File: config.mk
export PLATFORM = sky130hd
export DESIGN_NAME = olar_ctrl
export DESIGN_NICKNAME = d
export VERILOG_FILES = /design/src/design/olar_pkg.sv /design/src/design/olar_ctrl.sv
export SDC_FILE = /design/constraint.sdc
export NUM_CORES = 1
export LEC_CHECK = 0
export ABC_CLOCK_PERIOD_IN_PS = 1770
export BUFFER_PORTS_ARGS = -buffer_cell sky130_fd_sc_hd__buf_2
export CORE_AREA = 4 4 41 43
export DETAILED_ROUTE_END_ITERATION = 8
export DIE_AREA = 0 0 45 47
export PLACE_DENSITY = 0.52
export SKIP_LAST_GASP = 1
export SYNTH_ARGS = -nofsm -noshare
export SYNTH_HDL_FRONTEND = slang
export SYNTH_SLANG_ARGS = --single-unit
File: constraint.sdc
create_clock -name clk_i -period 1.77 [get_ports clk_i]
set_clock_uncertainty 0.2 [all_clocks]
set_input_delay 0.354 -clock clk_i [delete_from_list [all_inputs] [get_ports clk_i]]
set_output_delay 0.354 -clock clk_i [all_outputs]
set_load 0.02 [all_outputs]
File: src/design/olar_pkg.sv
// ----------------------------------------------------------------------------
// olar_pkg: shared types and constants for the ordered list core
// Payload structs, status codes and the control/status bundles that run
// between the controller and the datapath.
// ----------------------------------------------------------------------------
package olar_pkg;

  localparam int CAPACITY = 32;
  localparam int AW       = $clog2(CAPACITY);
  localparam int FILL_W   = $clog2(CAPACITY + 1);

  localparam logic [1:0] OP_APPEND = 2'd0;
  localparam logic [1:0] OP_REMOVE = 2'd1;

  localparam logic [1:0] ST_OK       = 2'd0;
  localparam logic [1:0] ST_FULL     = 2'd1;
  localparam logic [1:0] ST_NOTFOUND = 2'd2;
  localparam logic [1:0] ST_EMPTY    = 2'd3;

  typedef struct packed {
    logic [1:0]         op;
    logic signed [31:0] value;
  } olar_in_t;

  typedef struct packed {
    logic [1:0]         status;
    logic signed [31:0] item;
    logic               last;
    logic [5:0]         entries;
  } olar_out_t;

  // controller -> datapath
  typedef struct packed {
    logic       start;      // capture search value, rewind index
    logic       append;     // write tail slot, bump fill
    logic       scan;       // one remove search/compact step
    logic       drop;       // remove finished with a hit: shrink fill
    logic       advance;    // dump transfer taken: next entry
    logic       show_item;  // drive the read data onto item
    logic       last;
    logic [1:0] status;
  } olar_cmd_t;

  // datapath -> controller
  typedef struct packed {
    logic full;
    logic empty;
    logic found;
    logic scan_done;
    logic last;
  } olar_sts_t;

endpackage

File: src/design/olar_ctrl.sv
// ----------------------------------------------------------------------------
// olar_ctrl: operation sequencer
// Decodes each accepted item and steps the datapath through append,
// remove search/compact and dump, then presents the results.
// ----------------------------------------------------------------------------
module olar_ctrl (
  input  logic                clk_i,
  input  logic                rst_ni,
  input  logic                in_valid_i,
  output logic                in_ready_o,
  input  logic [1:0]          op_i,
  output logic                out_valid_o,
  input  logic                out_ready_i,
  input  olar_pkg::olar_sts_t sts_i,
  output olar_pkg::olar_cmd_t cmd_o
);
  import olar_pkg::*;

  typedef enum logic [2:0] {
    S_IDLE,
    S_SCAN,
    S_PRIME,
    S_DUMP,
    S_RESP
  } state_e;

  state_e     state_q, state_d;
  logic [1:0] status_q, status_d;

  always_comb begin
    state_d       = state_q;
    status_d      = status_q;
    in_ready_o    = 1'b0;
    out_valid_o   = 1'b0;
    cmd_o         = '0;
    cmd_o.status  = status_q;
    case (state_q)
      S_IDLE: begin
        in_ready_o = 1'b1;
        if (in_valid_i) begin
          case (op_i)
            OP_APPEND: begin
              if (sts_i.full) begin
                status_d = ST_FULL;
              end else begin
                cmd_o.append = 1'b1;
                status_d     = ST_OK;
              end
              state_d = S_RESP;
            end
            OP_REMOVE: begin
              cmd_o.start = 1'b1;
              state_d     = S_SCAN;
            end
            default: begin
              // high op bit set: dump
              if (sts_i.empty) begin
                status_d = ST_EMPTY;
                state_d  = S_RESP;
              end else begin
                cmd_o.start = 1'b1;
                state_d     = S_PRIME;
              end
            end
          endcase
        end
      end
      S_SCAN: begin
        cmd_o.scan = 1'b1;
        if (sts_i.scan_done) begin
          cmd_o.drop = sts_i.found;
          status_d   = sts_i.found ? ST_OK : ST_NOTFOUND;
          state_d    = S_RESP;
        end
      end
      S_PRIME: begin
        state_d = S_DUMP;
      end
      S_DUMP: begin
        out_valid_o     = 1'b1;
        cmd_o.show_item = 1'b1;
        cmd_o.last      = sts_i.last;
        cmd_o.status    = ST_OK;
        if (out_ready_i) begin
          cmd_o.advance = 1'b1;
          if (sts_i.last) state_d = S_IDLE;
        end
      end
      S_RESP: begin
        out_valid_o = 1'b1;
        cmd_o.last  = 1'b1;
        if (out_ready_i) state_d = S_IDLE;
      end
      default: begin
        state_d = S_IDLE;
      end
    endcase
  end

  always_ff @(posedge clk_i or negedge rst_ni) begin
    if (!rst_ni) begin
      state_q  <= S_IDLE;
      status_q <= ST_OK;
    end else begin
      state_q  <= state_d;
      status_q <= status_d;
    end
  end

  a_one_side: assert property (@(posedge clk_i) disable iff (!rst_ni)
    !(in_ready_o && out_valid_o))
    else $error("input taken while a result is pending");

  a_scan_ends: assert property (@(posedge clk_i) disable iff (!rst_ni)
    (state_q == S_SCAN && sts_i.scan_done) |=> state_q == S_RESP)
    else $error("remove scan did not hand over to the response");

  a_drop_hit: assert property (@(posedge clk_i) disable iff (!rst_ni)
    cmd_o.drop |-> (state_q == S_SCAN && sts_i.found && !sts_i.empty))
    else $error("entry dropped without a match");

endmodule

# ---- Yosys cells after proc, flatten, opt, wreduce, memory -nomap -nowiden
# Cells that the tools add are included.
dict set report totals {
  regBits 5
  inputBits 11
  out_inout_bits 11
}
dict set report op_classes {
  n_eq_ne 12
  n_mux 29
  reduce_logical 6
}
# cell n
set op_table {}
lappend op_table {{$mux 2} 9}
lappend op_table {{$mux 3} 6}
lappend op_table {{$pmux 3 s5} 1}
lappend op_table {{$ne 2x2->1 const B} 6}
lappend op_table {{$reduce_and 5->1} 2}
lappend op_table {{$mux 1} 8}
lappend op_table {{$pmux 2 s2} 2}
lappend op_table {{$eq 3x2->1 const B} 2}
lappend op_table {{$pmux 3 s2} 1}
lappend op_table {{$pmux 1 s2} 2}
lappend op_table {{$eq 3x1->1 const B} 1}
lappend op_table {{$eq 3x3->1 const B} 1}
lappend op_table {{$logic_not 3->1} 1}
lappend op_table {{$ne 3x2->1 const B} 1}
lappend op_table {{$eq 2x1->1 const B} 1}
lappend op_table {{$logic_not 2->1} 1}
lappend op_table {{$reduce_bool 2->1} 1}
lappend op_table {{$reduce_or 2->1} 1}

# ---- Longest topological paths before layout
dict set report depth {
  word_depth 4
  depth_mapped 5
  depth_no_buf 4
}

# ---- Least setup slack after synthesis
# Ideal clock, no wire load.
dict set report synth_path {
  path_kind {reg-to-output}
  from {register state_q[1]}
  to {output port cmd_o[7] in the netlist's numbering}
  arrival_time_ns 1.534
  t_required_ns 1.216
  setup_slack_ns -0.318
  path_stages_with_launch 4
  n_path_buf 1
  path_cell_list {dfrtp_1 > buf_6 > or4b_4 > nor3_1}
}
# element line
set synth_rtl {}
lappend synth_rtl {{start, declared} olar_ctrl.sv:27} ;# state_e state_q, state_d;
lappend synth_rtl {{start signal, assigned} olar_ctrl.sv:105} ;# state_q <= state_d;
lappend synth_rtl {{end, declared} olar_ctrl.sv:15} ;# output olar_pkg::olar_cmd_t cmd_o

==> impl_metrics.env <==
export IMPL_synth_area_top_cells="dfrtp_1 (35%), nor2_1 (8.4%), nand2_1 (7.4%)"
export IMPL_syn_to_final_growth_pct=106
export IMPL_syn_nets=55
export IMPL_clkTransAtPathRegs_ns=0.04
export IMPL_final_seq_area_sq_um=125
export IMPL_whs_endpoint="state_q[2]$_DFFE_PN0P_"
export IMPL_maxCapViolCount=0
export IMPL_die_x_um=45
export IMPL_coreArea_sq_um=1300
export IMPL_p_per_area_nw_per_um2=1690
export IMPL_rsz0062_at_grt="true"
export IMPL_violations="setup timing"
export IMPL_peakVddDrop_uv=681
export IMPL_grt_pass1_vias=432
export IMPL_layoutNonFillerInstCount=99
export IMPL_drc_errors=0
export IMPL_startpoint="state_q[0]$_DFFE_PN0P_"
export IMPL_fin_util_pct=56.5
export IMPL_fin_crit_sh_pct=117
export IMPL_wl_met2_um=509
export IMPL_fp_dieH_um=47
export IMPL_startpoint_type="flip-flop"
export IMPL_cts_root_buf="clkbuf_4"
export IMPL_first_iter_violations=2
export IMPL_synth_top_area_share_pct=35.1
export IMPL_cts_tree="done"
export IMPL_cp_top_family="simple AND/OR/NAND/NOR gates"
export IMPL_grt_pass1_wl_mm=1.85
export IMPL_clk_path_buf_depth=2
export IMPL_final_hold_viol_count=0
export IMPL_io_pins=22
export IMPL_end_kind="primary output"
export IMPL_r2r_setup_slack_ns=-0.04
export IMPL_ant_nets=0
export IMPL_syn_area_sq_um=357
export IMPL_n_fill_cell=126
export IMPL_synth_top_area_cell="dfrtp_1"
export IMPL_drive_gt1_share_pct=60.7
export IMPL_cp_buffers_inverters=1
export IMPL_highest_layer="met4"
export IMPL_max_freq_ghz=0.481
export IMPL_crit_path_max_incr_delay_ns=0.57
export IMPL_setup_ws_ns=-0.308
export IMPL_status="finished with violations"
export IMPL_num_vias=446
export IMPL_crit_required_ns=1.22
export IMPL_max_slew_margin_pct=88.4
export IMPL_place_inst=85
export IMPL_crit_slowest_cell="or4b_4"
export IMPL_netlist_instances=44
export IMPL_detail_route_wl_per_cell_um=11.0
export IMPL_reg2reg_from="state_q[0]$_DFFE_PN0P_"
export IMPL_wirelength_mm=1.09
export IMPL_htreeDepth=1
export IMPL_tightestPinTransition_ns=0.174
export IMPL_setup_violations=9
export IMPL_antenna_found_initial=0
export IMPL_cts_sinks=5
export IMPL_die_area_sq_um=2120
export IMPL_grtUsageTotal_pct=12.7
export IMPL_avgSynthCellArea_sq_um=8.10
export IMPL_r2r_end="status_q[1]$_DFFE_PN0P_"
export IMPL_ys_types=22
export IMPL_ys_seq_area_share_pct=35.1
export IMPL_hold_class="in -> reg"
export IMPL_rows=13
export IMPL_grt_overflow_total=0
export IMPL_cp_max_fo=3
export IMPL_grt_max_degree=8
export IMPL_min_from="out_ready_i"
export IMPL_slew_viol_final=0
export IMPL_portBuffers=21
export IMPL_p_leak_nw=0.375
export IMPL_routed_wl_met3_um=91
export IMPL_synth_seq_cells=5
export IMPL_diodes=0
export IMPL_finalWeightedCongestion=0.695
export IMPL_dr_pass1_iters=3
export IMPL_cp_arrival_ns=1.52
export IMPL_mostFrequentLayoutCells="buf_4 (15), buf_6 (11), buf_2 (10)"
export IMPL_yosys_warnings=0
export IMPL_initial_core_util_pct=27.4
export IMPL_m1WireLength_um=469
export IMPL_fin_nets=96
export IMPL_criticalPathCategory="reg -> out"
export IMPL_cts_buffers=3
export IMPL_dp_hpwl_um=802
export IMPL_path_cells="or4b_4, nor3_4, buf_6"
export IMPL_multiInputGateArea_sq_um=265
export IMPL_holdPathStages=2
export IMPL_clk_latency_ns=0.24
export IMPL_period_needed_ns=2.08
export IMPL_viasPerCell=4.51
export IMPL_final_common_cell="buf_4"
export IMPL_ff2ff_path_depth=4
layer usage:
layer	vias to the layer above	global-route usage [%]
li1	236	-
met1	190	14.6
met2	17	21.5
met3	3	4.60
met4	0	5.26
met5	-	0
area by class of cell:
type                    instances  area share, %
flip-flops and latches          5           17.0
multi-input cells              37           36.1
repair buffers                 37           40.3
well taps                      15           2.55
clock buffers                   4           3.57
inverters                       1          0.510
registers in the layout (all words and copies together) (netlist names):
| signal | cells |
|---|---|
| status_q | 2 |
| state_q | 3 |
per-stage QoR:
stage | hold WS, ns | power, mW | cell area (sq um) | setup TNS (ns) | worst slack, ns
2_1_floorplan | -0.142 | 0.597 | 377 | -0.270 | -0.0968
3_3_place_gp | -0.0264 | 0.807 | 534 | -0.0781 | -0.0576
3_5_place_dp | -0.0267 | 0.808 | 534 | -0.0809 | -0.0608
4_1_cts | 0.107 | 1.19 | 718 | -1.43 | -0.316
5_1_grt | 0.119 | 1.33 | 736 | -1.53 | -0.365
6_report | 0.113 | 1.24 | 736 | -0.812 | -0.308
worst max-delay path by stage:
stage,endpoint,slack [ns],cells past startpoint
finish,cmd_o[7],-0.31,3
global route,cmd_o[7],-0.36,3
CTS,cmd_o[7],-0.32,3
detailed placement,cmd_o[7],-0.06,3
global placement,cmd_o[7],-0.06,3
floorplan,status_q[1]$_DFFE_PN0P_,-0.1,5
repair_timing:
item                       4_1_cts  5_1_grt
setup endpoints to repair       11       14
resized for setup               26        5
setup buffers                    9        1
pin swaps                        4        2
hold buffers                     1        0
hold endpoints to repair         5        0
Yosys cell counts, drive strengths merged:
library cell / instances
or2: 1
or4b: 1
a21oi: 5
nand3: 1
a22o: 1
nand2: 7
nor3: 2
nor2b: 2
dfrtp: 5
and3: 1
and2: 1
buf: 1
or4: 1
nor2: 8
nor3b: 2
o21ai: 2
a31oi: 1
mux2: 1
inv: 1
where the power goes:
group          total, mW  leakage [nW]  internal (mW)  switching [mW]
registers          0.199        0.0619          0.166          0.0326
clock network      0.134        0.0150         0.0853          0.0485
logic              0.908         0.298          0.485           0.423
total               1.24         0.375          0.736           0.505
cells by family (layout without fill, tap and decap cells):
| family | after synthesis | in the layout | synth area share, % |
|---|---|---|---|
| AO/OA/AOI/OAI | 9 | 9 | 16.1 |
| multiplexers | 1 | 1 | 4.21 |
| AND/OR/NAND/NOR | 27 | 27 | 40.4 |
| buffers and inverters | 2 | 42 | 4.21 |
| flip-flops | 5 | 5 | 35.1 |
No activity file was read; power rests on OpenSTA's default activity.
